**config.mk**
```make
export PLATFORM = sky130hd
export DESIGN_NAME = timed_blind_position_controller_unit_flat
export DESIGN_NICKNAME = d
export VERILOG_FILES = /design/src/rtl/core/tbpc_pkg.sv /design/src/rtl/core/tbpc_if.sv /design/src/rtl/core/timed_blind_position_controller_unit.sv /design/src/rtl/core/tbpc_ctrl.sv /design/src/rtl/core/tbpc_dp.sv /design/src/flat_wrapper.sv
export SDC_FILE = /design/constraint.sdc
export NUM_CORES = 1
export LEC_CHECK = 0
export BUFFER_PORTS_ARGS = -buffer_cell sky130_fd_sc_hd__buf_4
export CAP_MARGIN = 15
export CORE_MARGIN = 4
export CORE_UTILIZATION = 55
export CTS_BUF_LIST = sky130_fd_sc_hd__clkbuf_16
export DETAILED_ROUTE_END_ITERATION = 16
export GPL_ROUTABILITY_DRIVEN = 0
export GPL_TIMING_DRIVEN = 0
export PLACE_DENSITY_LB_ADDON = 0.1
export SLEW_MARGIN = 15
export SYNTH_ARGS = -nofsm -noshare
export SYNTH_HDL_FRONTEND = slang
export SYNTH_HIERARCHICAL = 1
export SYNTH_SLANG_ARGS = --single-unit
```
**constraint.sdc**
```tcl
create_clock -name clock -period 9.38 [get_ports clock]
set_clock_uncertainty 0.2 [all_clocks]
set_input_delay 1.876 -clock clock [delete_from_list [all_inputs] [get_ports clock]]
set_output_delay 1.876 -clock clock [all_outputs]
set_load 0.1 [all_outputs]
```
**src/rtl/core/tbpc_pkg.sv**
```systemverilog
`default_nettype none

package tbpc_pkg;

   localparam int unsigned ModeW           = 2;
   localparam int unsigned TargetW         = 8;
   localparam int unsigned PctW            = 7;
   localparam int unsigned DelayW          = 8;
   localparam int unsigned DurW            = 16;
   localparam int unsigned CsrIdxW         = 2;
   localparam int unsigned CsrDataW        = 16;
   localparam int unsigned ProdW           = 24;
   localparam int unsigned DivBitsPerCycle = 2;
   localparam int unsigned DivCycles       = ProdW / DivBitsPerCycle;
   localparam int unsigned CntW            = $clog2(DivCycles);

   localparam logic [PctW-1:0]   FullPercent = PctW'(100);
   localparam logic [DurW-1:0]   SatTicks    = {DurW{1'b1}};
   localparam logic [DurW-1:0]   DurReset    = DurW'(1000);
   localparam logic [DelayW-1:0] DelayReset  = '0;

   typedef enum logic [ModeW-1:0] {
      MODE_TICK = 2'd0,
      MODE_MOVE = 2'd1,
      MODE_STOP = 2'd2
   } mode_type;

   typedef enum logic [1:0] {
      PH_IDLE     = 2'd0,
      PH_UP       = 2'd1,
      PH_DOWN     = 2'd2,
      PH_STOPPING = 2'd3
   } phase_type;

   typedef enum logic [1:0] {
      DRV_OFF  = 2'd0,
      DRV_UP   = 2'd1,
      DRV_DOWN = 2'd2
   } drive_type;

   typedef enum logic [CsrIdxW-1:0] {
      CSR_REACTION_DELAY = 2'd0,
      CSR_OPEN_DURATION  = 2'd1,
      CSR_CLOSE_DURATION = 2'd2
   } csr_index_type;

   typedef enum logic [2:0] {
      ST_IDLE,
      ST_DECODE,
      ST_MUL,
      ST_DIV,
      ST_COMMIT
   } ctrl_state_type;

   typedef struct packed {
      logic latch;
      logic mul;
      logic div_step;
      logic commit;
   } dp_cmd_type;

   typedef struct packed {
      logic need_div;
      logic out_free;
   } dp_status_type;

endpackage

`default_nettype wire

```
**src/rtl/core/tbpc_if.sv**
```systemverilog
`default_nettype none

interface tbpc_req_if import tbpc_pkg::*; ();
   logic               valid;
   logic               ready;
   logic [ModeW-1:0]   mode;
   logic [TargetW-1:0] target_position;
   logic               motor_running;

   modport source (output valid, mode, target_position, motor_running, input ready);
   modport sink   (input valid, mode, target_position, motor_running, output ready);
endinterface

interface tbpc_rsp_if import tbpc_pkg::*; ();
   logic            valid;
   logic            ready;
   logic [1:0]      motor_drive;
   logic [PctW-1:0] position_now;
   logic [PctW-1:0] position_goal;
   logic [1:0]      control_phase;
   logic            report_pulse;

   modport source (output valid, motor_drive, position_now, position_goal, control_phase,
                   report_pulse, input ready);
   modport sink   (input valid, motor_drive, position_now, position_goal, control_phase,
                   report_pulse, output ready);
endinterface

interface tbpc_csr_if import tbpc_pkg::*; ();
   logic                valid;
   logic                ready;
   logic [CsrIdxW-1:0]  index;
   logic [CsrDataW-1:0] data;

   modport source (output valid, index, data, input ready);
   modport sink   (input valid, index, data, output ready);
endinterface

`default_nettype wire

```
**src/rtl/core/timed_blind_position_controller_unit.sv**
```systemverilog
// Open-loop blind positioner.
// req_bus carries one beat per event: a time tick, a move to a target percent
// (clamped to 100) or a stop command, plus the motor-running flag.
// rsp_bus returns exactly one beat per request: motor drive, estimated position,
// setpoint, control phase and a report flag set on the return to idle.
// csr_bus writes reaction delay (index 0), open duration (1) and close duration (2);
// csr_bus.ready is always high. Write it only while the block is idle.
// Flow: a request is accepted in idle and decoded; a tick, or a move/stop that
// needs no estimate, goes straight to commit, while a move start or a move or
// stop during a move first passes a multiply step and a 2-bit-per-cycle divider.
// One request is processed at a time; req_bus.ready rises again the cycle after
// the response is loaded, so the next request waits until this one is committed.
// The response sits in an output register: a new request is taken while it waits,
// and when rsp_bus.ready is low the next response holds in commit until it drains.
// Reset (synchronous, active high) sets idle, positions 0, timers 0, motor off,
// reaction delay 0 and both durations 1000.
`default_nettype none

module timed_blind_position_controller_unit import tbpc_pkg::*; (
   input  wire logic  clock,
   input  wire logic  reset,
   tbpc_req_if.sink   req_bus,
   tbpc_rsp_if.source rsp_bus,
   tbpc_csr_if.sink   csr_bus
);

   dp_cmd_type    cmd;
   dp_status_type status;
   logic          req_ready;

   assign req_bus.ready = req_ready;

   tbpc_ctrl u_ctrl (
      .clock     (clock),
      .reset     (reset),
      .req_valid (req_bus.valid),
      .req_ready (req_ready),
      .status    (status),
      .cmd       (cmd)
   );

   tbpc_dp u_dp (
      .clock       (clock),
      .reset       (reset),
      .cmd         (cmd),
      .status      (status),
      .req_mode    (req_bus.mode),
      .req_target  (req_bus.target_position),
      .req_running (req_bus.motor_running),
      .rsp_bus     (rsp_bus),
      .csr_bus     (csr_bus)
   );

endmodule

`default_nettype wire

```
**src/rtl/core/tbpc_ctrl.sv**
```systemverilog
`default_nettype none

module tbpc_ctrl import tbpc_pkg::*; (
   input  wire logic          clock,
   input  wire logic          reset,
   input  wire logic          req_valid,
   output logic               req_ready,
   input  wire dp_status_type status,
   output dp_cmd_type         cmd
);

   ctrl_state_type  state_ff, state_in;
   logic [CntW-1:0] cnt_ff, cnt_in;
   logic            div_last;

   assign div_last = (cnt_ff == CntW'(DivCycles - 1));

   always_ff @(posedge clock) begin
      if (reset) begin
         state_ff <= ST_IDLE;
         cnt_ff   <= '0;
      end else begin
         state_ff <= state_in;
         cnt_ff   <= cnt_in;
      end
   end

   always_comb begin
      state_in = state_ff;
      unique case (state_ff)
         ST_IDLE: begin
            if (req_valid) state_in = ST_DECODE;
         end
         ST_DECODE: begin
            state_in = status.need_div ? ST_MUL : ST_COMMIT;
         end
         ST_MUL: begin
            state_in = ST_DIV;
         end
         ST_DIV: begin
            if (div_last) state_in = ST_COMMIT;
         end
         ST_COMMIT: begin
            if (status.out_free) state_in = ST_IDLE;
         end
         default: state_in = ST_IDLE;
      endcase
   end

   always_comb begin
      req_ready    = (state_ff == ST_IDLE);
      cmd.latch    = (state_ff == ST_IDLE) && req_valid;
      cmd.mul      = (state_ff == ST_MUL);
      cmd.div_step = (state_ff == ST_DIV);
      cmd.commit   = (state_ff == ST_COMMIT) && status.out_free;
      cnt_in       = (state_ff == ST_DIV) ? cnt_ff + CntW'(1) : '0;
   end

   a_div_ends: assert property (@(posedge clock) disable iff (reset)
      (state_ff == ST_DIV) && div_last |=> (state_ff == ST_COMMIT))
      else $error("divider did not hand over to commit");

   a_mul_from_decode: assert property (@(posedge clock) disable iff (reset)
      (state_ff == ST_DECODE) && status.need_div |=> (state_ff == ST_MUL))
      else $error("division request skipped multiply");

   a_idle_cnt_clear: assert property (@(posedge clock) disable iff (reset)
      req_ready |-> (cnt_ff == '0))
      else $error("step counter not cleared while idle");

endmodule

`default_nettype wire

```
**src/rtl/core/tbpc_dp.sv**
```systemverilog
`default_nettype none

module tbpc_dp import tbpc_pkg::*; (
   input  wire logic               clock,
   input  wire logic               reset,
   input  wire dp_cmd_type         cmd,
   output dp_status_type           status,
   input  wire logic [ModeW-1:0]   req_mode,
   input  wire logic [TargetW-1:0] req_target,
   input  wire logic               req_running,
   tbpc_rsp_if.source              rsp_bus,
   tbpc_csr_if.sink                csr_bus
);

   logic [DelayW-1:0] delay_ff;
   logic [DurW-1:0]   open_ff, close_ff;

   mode_type        mode_ff;
   logic [PctW-1:0] target_ff;
   logic            running_ff;

   phase_type       phase_ff, phase_in;
   drive_type       drive_ff, drive_in;
   logic [PctW-1:0] cur_ff, cur_in;
   logic [PctW-1:0] set_ff, set_in;
   logic [DurW-1:0] run_ff, run_in;
   logic [DurW-1:0] te_ff, te_in;
   logic            report_in;

   logic [ProdW-1:0] quo_ff, quo_in;
   logic [DurW-1:0]  rem_ff, rem_in;
   logic [DurW-1:0]  dvs_ff;

   logic            rsp_valid_ff;
   logic [1:0]      rsp_drive_ff;
   logic [PctW-1:0] rsp_now_ff, rsp_goal_ff;
   logic [1:0]      rsp_phase_ff;
   logic            rsp_report_ff;

   logic             moving, move_start, stop_est, go_down, est_up;
   logic [PctW-1:0]  diff;
   logic [DurW-1:0]  move_dur, est_dur, elapsed, te_inc, mul_a, divisor;
   logic [PctW-1:0]  mul_b;
   logic [ProdW-1:0] product, run_base, moved;
   logic [ProdW:0]   run_sum, up_sum;
   logic [DurW-1:0]  run_sat;
   logic [PctW-1:0]  est_pos;

   // configuration
   assign csr_bus.ready = 1'b1;

   always_ff @(posedge clock) begin
      if (reset) begin
         delay_ff <= DelayReset;
         open_ff  <= DurReset;
         close_ff <= DurReset;
      end else if (csr_bus.valid) begin
         unique case (csr_index_type'(csr_bus.index))
            CSR_REACTION_DELAY: delay_ff <= csr_bus.data[DelayW-1:0];
            CSR_OPEN_DURATION:  open_ff  <= csr_bus.data[DurW-1:0];
            CSR_CLOSE_DURATION: close_ff <= csr_bus.data[DurW-1:0];
            default: ;
         endcase
      end
   end

   // input beat capture, target clamped to full travel
   always_ff @(posedge clock) begin
      if (cmd.latch) begin
         mode_ff    <= mode_type'(req_mode);
         target_ff  <= (req_target > TargetW'(FullPercent)) ? FullPercent
                                                            : req_target[PctW-1:0];
         running_ff <= req_running;
      end
   end

   always_comb begin
      moving     = (phase_ff == PH_UP) || (phase_ff == PH_DOWN);
      move_start = (mode_ff == MODE_MOVE) && (phase_ff == PH_IDLE) && (target_ff != cur_ff);
      stop_est   = ((mode_ff == MODE_MOVE) || (mode_ff == MODE_STOP)) && moving;
      go_down    = (target_ff < cur_ff);
      diff       = go_down ? cur_ff - target_ff : target_ff - cur_ff;
      move_dur   = go_down ? close_ff : open_ff;
      est_up     = (set_ff > cur_ff);
      est_dur    = est_up ? open_ff : close_ff;
      elapsed    = (te_ff > DurW'(delay_ff)) ? te_ff - DurW'(delay_ff) : '0;
      mul_a      = move_start ? move_dur : elapsed;
      mul_b      = move_start ? diff : FullPercent;
      divisor    = move_start ? DurW'(FullPercent) : est_dur;
      product    = ProdW'(mul_a) * ProdW'(mul_b);
   end

   assign status.need_div = move_start || stop_est;
   assign status.out_free = !rsp_valid_ff || rsp_bus.ready;

   // shared restoring divider, two quotient bits per cycle
   always_comb begin
      logic [DurW:0] r;
      r      = '0;
      quo_in = quo_ff;
      rem_in = rem_ff;
      for (int i = 0; i < DivBitsPerCycle; i++) begin
         r      = {rem_in, quo_in[ProdW-1]};
         quo_in = {quo_in[ProdW-2:0], 1'b0};
         if (r >= {1'b0, dvs_ff}) begin
            r         = r - {1'b0, dvs_ff};
            quo_in[0] = 1'b1;
         end
         rem_in = r[DurW-1:0];
      end
   end

   always_ff @(posedge clock) begin
      if (cmd.mul) begin
         quo_ff <= product;
         rem_ff <= '0;
         dvs_ff <= divisor;
      end else if (cmd.div_step) begin
         quo_ff <= quo_in;
         rem_ff <= rem_in;
      end
   end

   always_comb begin
      if (go_down) begin
         run_base = (target_ff == '0) ? ProdW'(close_ff) : quo_ff;
      end else begin
         run_base = (target_ff == FullPercent) ? ProdW'(open_ff) : quo_ff;
      end
      run_sum = {1'b0, run_base} + (ProdW + 1)'(delay_ff);
      run_sat = (run_sum > (ProdW + 1)'(SatTicks)) ? SatTicks : run_sum[DurW-1:0];

      moved  = (est_dur == '0) ? ProdW'(FullPercent) : quo_ff;
      up_sum = {1'b0, moved} + (ProdW + 1)'(cur_ff);
      if (est_up) begin
         est_pos = (up_sum > (ProdW + 1)'(FullPercent)) ? FullPercent : up_sum[PctW-1:0];
      end else begin
         est_pos = (moved > ProdW'(cur_ff)) ? '0 : cur_ff - moved[PctW-1:0];
      end

      te_inc = (te_ff == SatTicks) ? te_ff : te_ff + DurW'(1);
   end

   always_comb begin
      phase_in  = phase_ff;
      drive_in  = drive_ff;
      cur_in    = cur_ff;
      set_in    = set_ff;
      run_in    = run_ff;
      te_in     = te_ff;
      report_in = 1'b0;
      unique case (mode_ff)
         MODE_TICK: begin
            te_in = te_inc;
            if (moving) begin
               if (te_inc >= run_ff) begin
                  drive_in = DRV_OFF;
                  cur_in   = set_ff;
                  phase_in = PH_STOPPING;
               end
            end else if ((phase_ff == PH_STOPPING) && !running_ff) begin
               phase_in  = PH_IDLE;
               report_in = 1'b1;
            end
         end
         MODE_MOVE, MODE_STOP: begin
            if (move_start) begin
               set_in   = target_ff;
               te_in    = '0;
               run_in   = run_sat;
               drive_in = go_down ? DRV_DOWN : DRV_UP;
               phase_in = go_down ? PH_DOWN : PH_UP;
            end else if ((mode_ff == MODE_STOP) || (phase_ff != PH_STOPPING)) begin
               drive_in = DRV_OFF;
               if (moving) begin
                  phase_in = PH_STOPPING;
                  cur_in   = est_pos;
                  set_in   = est_pos;
               end
            end
         end
         default: ;
      endcase
   end

   always_ff @(posedge clock) begin
      if (reset) begin
         phase_ff <= PH_IDLE;
         drive_ff <= DRV_OFF;
         cur_ff   <= '0;
         set_ff   <= '0;
         run_ff   <= '0;
         te_ff    <= '0;
      end else if (cmd.commit) begin
         phase_ff <= phase_in;
         drive_ff <= drive_in;
         cur_ff   <= cur_in;
         set_ff   <= set_in;
         run_ff   <= run_in;
         te_ff    <= te_in;
      end
   end

   // result register
   always_ff @(posedge clock) begin
      if (reset) begin
         rsp_valid_ff <= 1'b0;
      end else if (cmd.commit) begin
         rsp_valid_ff <= 1'b1;
      end else if (rsp_bus.ready) begin
         rsp_valid_ff <= 1'b0;
      end
   end

   always_ff @(posedge clock) begin
      if (cmd.commit) begin
         rsp_drive_ff  <= drive_in;
         rsp_now_ff    <= cur_in;
         rsp_goal_ff   <= set_in;
         rsp_phase_ff  <= phase_in;
         rsp_report_ff <= report_in;
      end
   end

   assign rsp_bus.valid         = rsp_valid_ff;
   assign rsp_bus.motor_drive   = rsp_drive_ff;
   assign rsp_bus.position_now  = rsp_now_ff;
   assign rsp_bus.position_goal = rsp_goal_ff;
   assign rsp_bus.control_phase = rsp_phase_ff;
   assign rsp_bus.report_pulse  = rsp_report_ff;

   a_drive_matches_phase: assert property (@(posedge clock) disable iff (reset)
      ((phase_ff == PH_UP) == (drive_ff == DRV_UP)) &&
      ((phase_ff == PH_DOWN) == (drive_ff == DRV_DOWN)))
      else $error("motor drive disagrees with phase");

   a_position_range: assert property (@(posedge clock) disable iff (reset)
      (cur_ff <= FullPercent) && (set_ff <= FullPercent))
      else $error("position out of range");

   a_report_idle: assert property (@(posedge clock) disable iff (reset)
      cmd.commit && report_in |=> rsp_valid_ff && (rsp_phase_ff == PH_IDLE)
      && (phase_ff == PH_IDLE))
      else $error("report beat without return to idle");

endmodule

`default_nettype wire
```
**src/flat_wrapper.sv**
```systemverilog
// flat-port wrapper written by rule: the top's interface ports become plain ports
module timed_blind_position_controller_unit_flat import tbpc_pkg::*;
  (clock, reset, req_bus_valid, req_bus_mode, req_bus_target_position, req_bus_motor_running, req_bus_ready, rsp_bus_valid, rsp_bus_motor_drive, rsp_bus_position_now, rsp_bus_position_goal, rsp_bus_control_phase, rsp_bus_report_pulse, rsp_bus_ready, csr_bus_valid, csr_bus_index, csr_bus_data, csr_bus_ready);
  tbpc_req_if req_bus_i ();
  tbpc_rsp_if rsp_bus_i ();
  tbpc_csr_if csr_bus_i ();
  input  wire logic clock;
  input  wire logic reset;
  input wire logic [$bits(req_bus_i.valid)-1:0] req_bus_valid;
  input wire logic [$bits(req_bus_i.mode)-1:0] req_bus_mode;
  input wire logic [$bits(req_bus_i.target_position)-1:0] req_bus_target_position;
  input wire logic [$bits(req_bus_i.motor_running)-1:0] req_bus_motor_running;
  output wire logic [$bits(req_bus_i.ready)-1:0] req_bus_ready;
  output wire logic [$bits(rsp_bus_i.valid)-1:0] rsp_bus_valid;
  output wire logic [$bits(rsp_bus_i.motor_drive)-1:0] rsp_bus_motor_drive;
  output wire logic [$bits(rsp_bus_i.position_now)-1:0] rsp_bus_position_now;
  output wire logic [$bits(rsp_bus_i.position_goal)-1:0] rsp_bus_position_goal;
  output wire logic [$bits(rsp_bus_i.control_phase)-1:0] rsp_bus_control_phase;
  output wire logic [$bits(rsp_bus_i.report_pulse)-1:0] rsp_bus_report_pulse;
  input wire logic [$bits(rsp_bus_i.ready)-1:0] rsp_bus_ready;
  input wire logic [$bits(csr_bus_i.valid)-1:0] csr_bus_valid;
  input wire logic [$bits(csr_bus_i.index)-1:0] csr_bus_index;
  input wire logic [$bits(csr_bus_i.data)-1:0] csr_bus_data;
  output wire logic [$bits(csr_bus_i.ready)-1:0] csr_bus_ready;
  assign req_bus_i.valid = req_bus_valid;
  assign req_bus_i.mode = req_bus_mode;
  assign req_bus_i.target_position = req_bus_target_position;
  assign req_bus_i.motor_running = req_bus_motor_running;
  assign req_bus_ready = req_bus_i.ready;
  assign rsp_bus_valid = rsp_bus_i.valid;
  assign rsp_bus_motor_drive = rsp_bus_i.motor_drive;
  assign rsp_bus_position_now = rsp_bus_i.position_now;
  assign rsp_bus_position_goal = rsp_bus_i.position_goal;
  assign rsp_bus_control_phase = rsp_bus_i.control_phase;
  assign rsp_bus_report_pulse = rsp_bus_i.report_pulse;
  assign rsp_bus_i.ready = rsp_bus_ready;
  assign csr_bus_i.valid = csr_bus_valid;
  assign csr_bus_i.index = csr_bus_index;
  assign csr_bus_i.data = csr_bus_data;
  assign csr_bus_ready = csr_bus_i.ready;
  timed_blind_position_controller_unit u_core (.clock(clock), .reset(reset), .req_bus(req_bus_i), .rsp_bus(rsp_bus_i), .csr_bus(csr_bus_i));
endmodule
```
==> results.cfg <==
[outcome]
outcome = completed

[power_and_ir_drop]
power_frac_clock_pct = 25.5
leakage_uw = 0.008091
p_seq_share_pct = 32.1
intPower_uw = 1670
p_per_area_nw_per_um2 = 149.1
switching_share_pct = 40.44
p_switching_uw = 1134
ir_drop_v = 0.0001176
combPwrFrac_pct = 42.4

[detailed_routing]
drc = 0
viasPerCell = 6.172
drt_iter0_markers = 1845
routedWlPerCell_um = 20.45
first_pass_iters = 8
vias = 16070
drt-total-wl_mm = 53.26
drtAntennaViolNets = 0

[place]
post-place-cells = 2571
hpwl_mm = 42.39
io_buffers = 54

[finish]
final_cell_mix = 254 x nand2_1, 212 x inv_1, 198 x nor2_1
final_common_cell = nand2_1
instances_no_fill = 2604
final_nets = 2461
fin_util_pct = 61.17
areaGrowthSynthToFinish_pct = 9.093
drive_gt1_share_pct = 7.473
num_antenna_cells = 0

[clock_tree]
cts_made_buffers = 17
cts-htree-levels = 4
clk_pin_slew_ps = 80
cts_root_buffer = clkbuf_16
clockBufferDepth = 2
worst_skew_pair.late_latency_ps = 460
cts_tree = done
cts.sinks = 183

[sta]
slew_headroom_pct = 24.40
finalCritPeriodShare_pct = 95.26
final_max_slew_viol_count = 0
fin_crit_ps = 8935
tightest_slew_ps = 1134
rsz0062_at_grt = no
clock.fmax_mhz = 111.9
finalHoldViolCount = 0
setup_viol = 0

[run]
max_cap_violations = 0

[floorplanning]
core_um2 = 30750
io_pins = 56
die_w_um = 185.0
die_h_um = 185.0
rows = 64
die-area_um2 = 34240
initial_core_util_pct = 56.07

[worst_setup_path]
crit_path_start_kind = register
worstPathMaxFanout = 10
slowest_stage = fa_1
path_common_cell = inv_1
slowest_delay_ps = 550
path_class = reg2reg
cp.required_ps = 9400
endpoint_kind = register
cp.arrival_ps = 8950

[logic_synthesis]
ys.flop_type = dfxtp_1
synth_cell_types = 92
synth_cells = 2120
ys_ff_latch = 183
synthesis.area_um2 = 17240
ys_async_sr_fraction_pct = 0
synth.avg_cell_area_um2 = 8.132
yosys.area.top_type_share_pct = 13.35
synth_edf_count = 68
synth_area_leader_cell = dfxtp_1
synthTopCellsByArea = dfxtp_1 13%, edfxtp_1 12%, ha_1 11%, fa_1 8.9%, nand2_1 5.5%
yosysSeqAreaShare_pct = 25.20
ys_warn_count = 6
syn_nets = 2386

[global_route]
grt_start_max_net_pins = 24
grtUsageTotal_pct = 30.87
grt_pass1_vias = 15060
antenna_found_initial = 1
grt_first_pass_wirelength_mm = 82.74
globalRoute.totalOverflow = 0

[hold_path]
hold_class = reg2reg
-- cell type report --
class	count	area, um^2
Buffer	89	361.6
Clock buffer	17	425.4
Clock inverter	15	142.6
Fill cell	2791	11940
Inverter	211	792.0
Multi-Input combinational cell	1636	11810
Sequential cell	183	4347
Tap cell	396	495.5
Timing Repair Buffer	57	435.4
-- final timing paths --
path                                                              from                                  to  slack, ps  cells after the start
worst max-delay path            u_core/u_dp/target_ff[4]$_SDFFCE_PN0P_    u_core/u_dp/quo_ff[21]$_DFFE_PP_        440                     33
worst min-delay path                u_core/u_ctrl/cnt_ff[0]$_SDFF_PP0_  u_core/u_ctrl/cnt_ff[0]$_SDFF_PP0_        250                      1
worst max register to register  u_core/u_dp/target_ff[4]$_SDFFCE_PN0P_    u_core/u_dp/quo_ff[21]$_DFFE_PP_        440                     33
worst min register to register      u_core/u_ctrl/cnt_ff[0]$_SDFF_PP0_  u_core/u_ctrl/cnt_ff[0]$_SDFF_PP0_        250                      1
-- cells in the mapped netlist (all sizes together), types with 7 or more instances --
cell and instances:
a21oi 153, a31oi 24, or2 12, nor2 198
a31o 7, nor3 43, xor2 35, and2 28
xnor2 60, fa 77, a21o 24, and4 8
or3 20, a311oi 9, o21bai 11, inv 211
nand3 65, a211oi 13, nand2 254, clkbuf 79
nor4 16, o221ai 8, nand4 22, o21ai 105
mux2 22, o211ai 10, o41ai 8, mux2i 50
and3 13, o21a 15, dfxtp 115, buf 11
o31ai 12, a22oi 8, nand3b 14, ha 155
edfxtp 68, nor2b 16, nand2b 39, o22ai 14
-- worst max-delay path: cells and delay by family (launching register included) --
kind / cells / cell delay [ps]
XOR/XNOR: 2 / 280
AO/OA/AOI/OAI: 13 / 2980
multiplexers: 2 / 660
AND/OR/NAND/NOR: 3 / 610
flip-flops: 1 / 430
buffers and inverters: 7 / 600
adder cells (fa/ha/maj): 6 / 2920
-- layer usage --
metal	vias to the layer above	GRT usage (%)	share of wire (%)
li1	7524	-	-
met1	7639	42.90	43
met2	768	49.29	45
met3	138	5.047	7.9
met4	2	10.42	3.4
met5	-	0	0.026
-- power groups by stage --
stage               clock [uW]  sequential, uW  combinational (uW)
finish                     714             900                1190
global placement             0             915                1130
global route               756             903                1330
detailed placement           0             916                1150
CTS                        724             898                1160
floorplan                    0             913                 856
-- cells by family (layout without fill, tap and decap cells) --
| logic type | count (synthesis) | in the layout | synth area share (%) |
|---|---|---|---|
| AOI/OAI and AO/OA | 470 | 470 | 17.60 |
| xor gates and xnor gates | 95 | 95 | 4.826 |
| adders and majority gates | 232 | 232 | 20.19 |
| buffers and inverters | 301 | 389 | 6.706 |
| DFF | 183 | 183 | 25.20 |
| muxes | 72 | 72 | 4.340 |
| other | 1 | 1 | 0.02175 |
| and+or+nand+nor | 766 | 766 | 21.12 |
-- stage by stage --
stage	hold WS, ps	area [um^2]	total power [uW]	TNS, ps	setup slack [ps]
2_1_floorplan	217.9	17240	1769	0	959.6
3_3_place_gp	230.4	18140	2043	-306.0	-215.3
3_5_place_dp	238.3	18160	2067	-641.1	-365.5
5_1_grt	284.3	18810	2984	0	26.11
4_1_cts	255.6	18740	2786	0	38.48
6_report	250.7	18810	2804	0	444.8
-- sequential cells by signal, summed over array words and instances, names as in the netlist, 8 cells and up --
| signal | flops |
|---|---|
| u_core/u_dp/quo_ff | 24 |
| u_core/u_dp/close_ff | 16 |
| u_core/u_dp/dvs_ff | 16 |
| u_core/u_dp/open_ff | 16 |
| u_core/u_dp/rem_ff | 16 |
| u_core/u_dp/run_ff | 16 |
| u_core/u_dp/te_ff | 16 |
| u_core/u_dp/delay_ff | 8 |
-- timing repair --
| action | CTS | global route |
|---|---|---|
| pin swaps | 0 | 2 |
| hold buffers | 0 | 0 |
| setup buffers | 0 | 2 |
| gates cloned | 0 | 0 |
| resized for setup | 3 | 12 |
| setup endpoints to repair | 3 | 5 |
(Power assumes the default switching activity.)
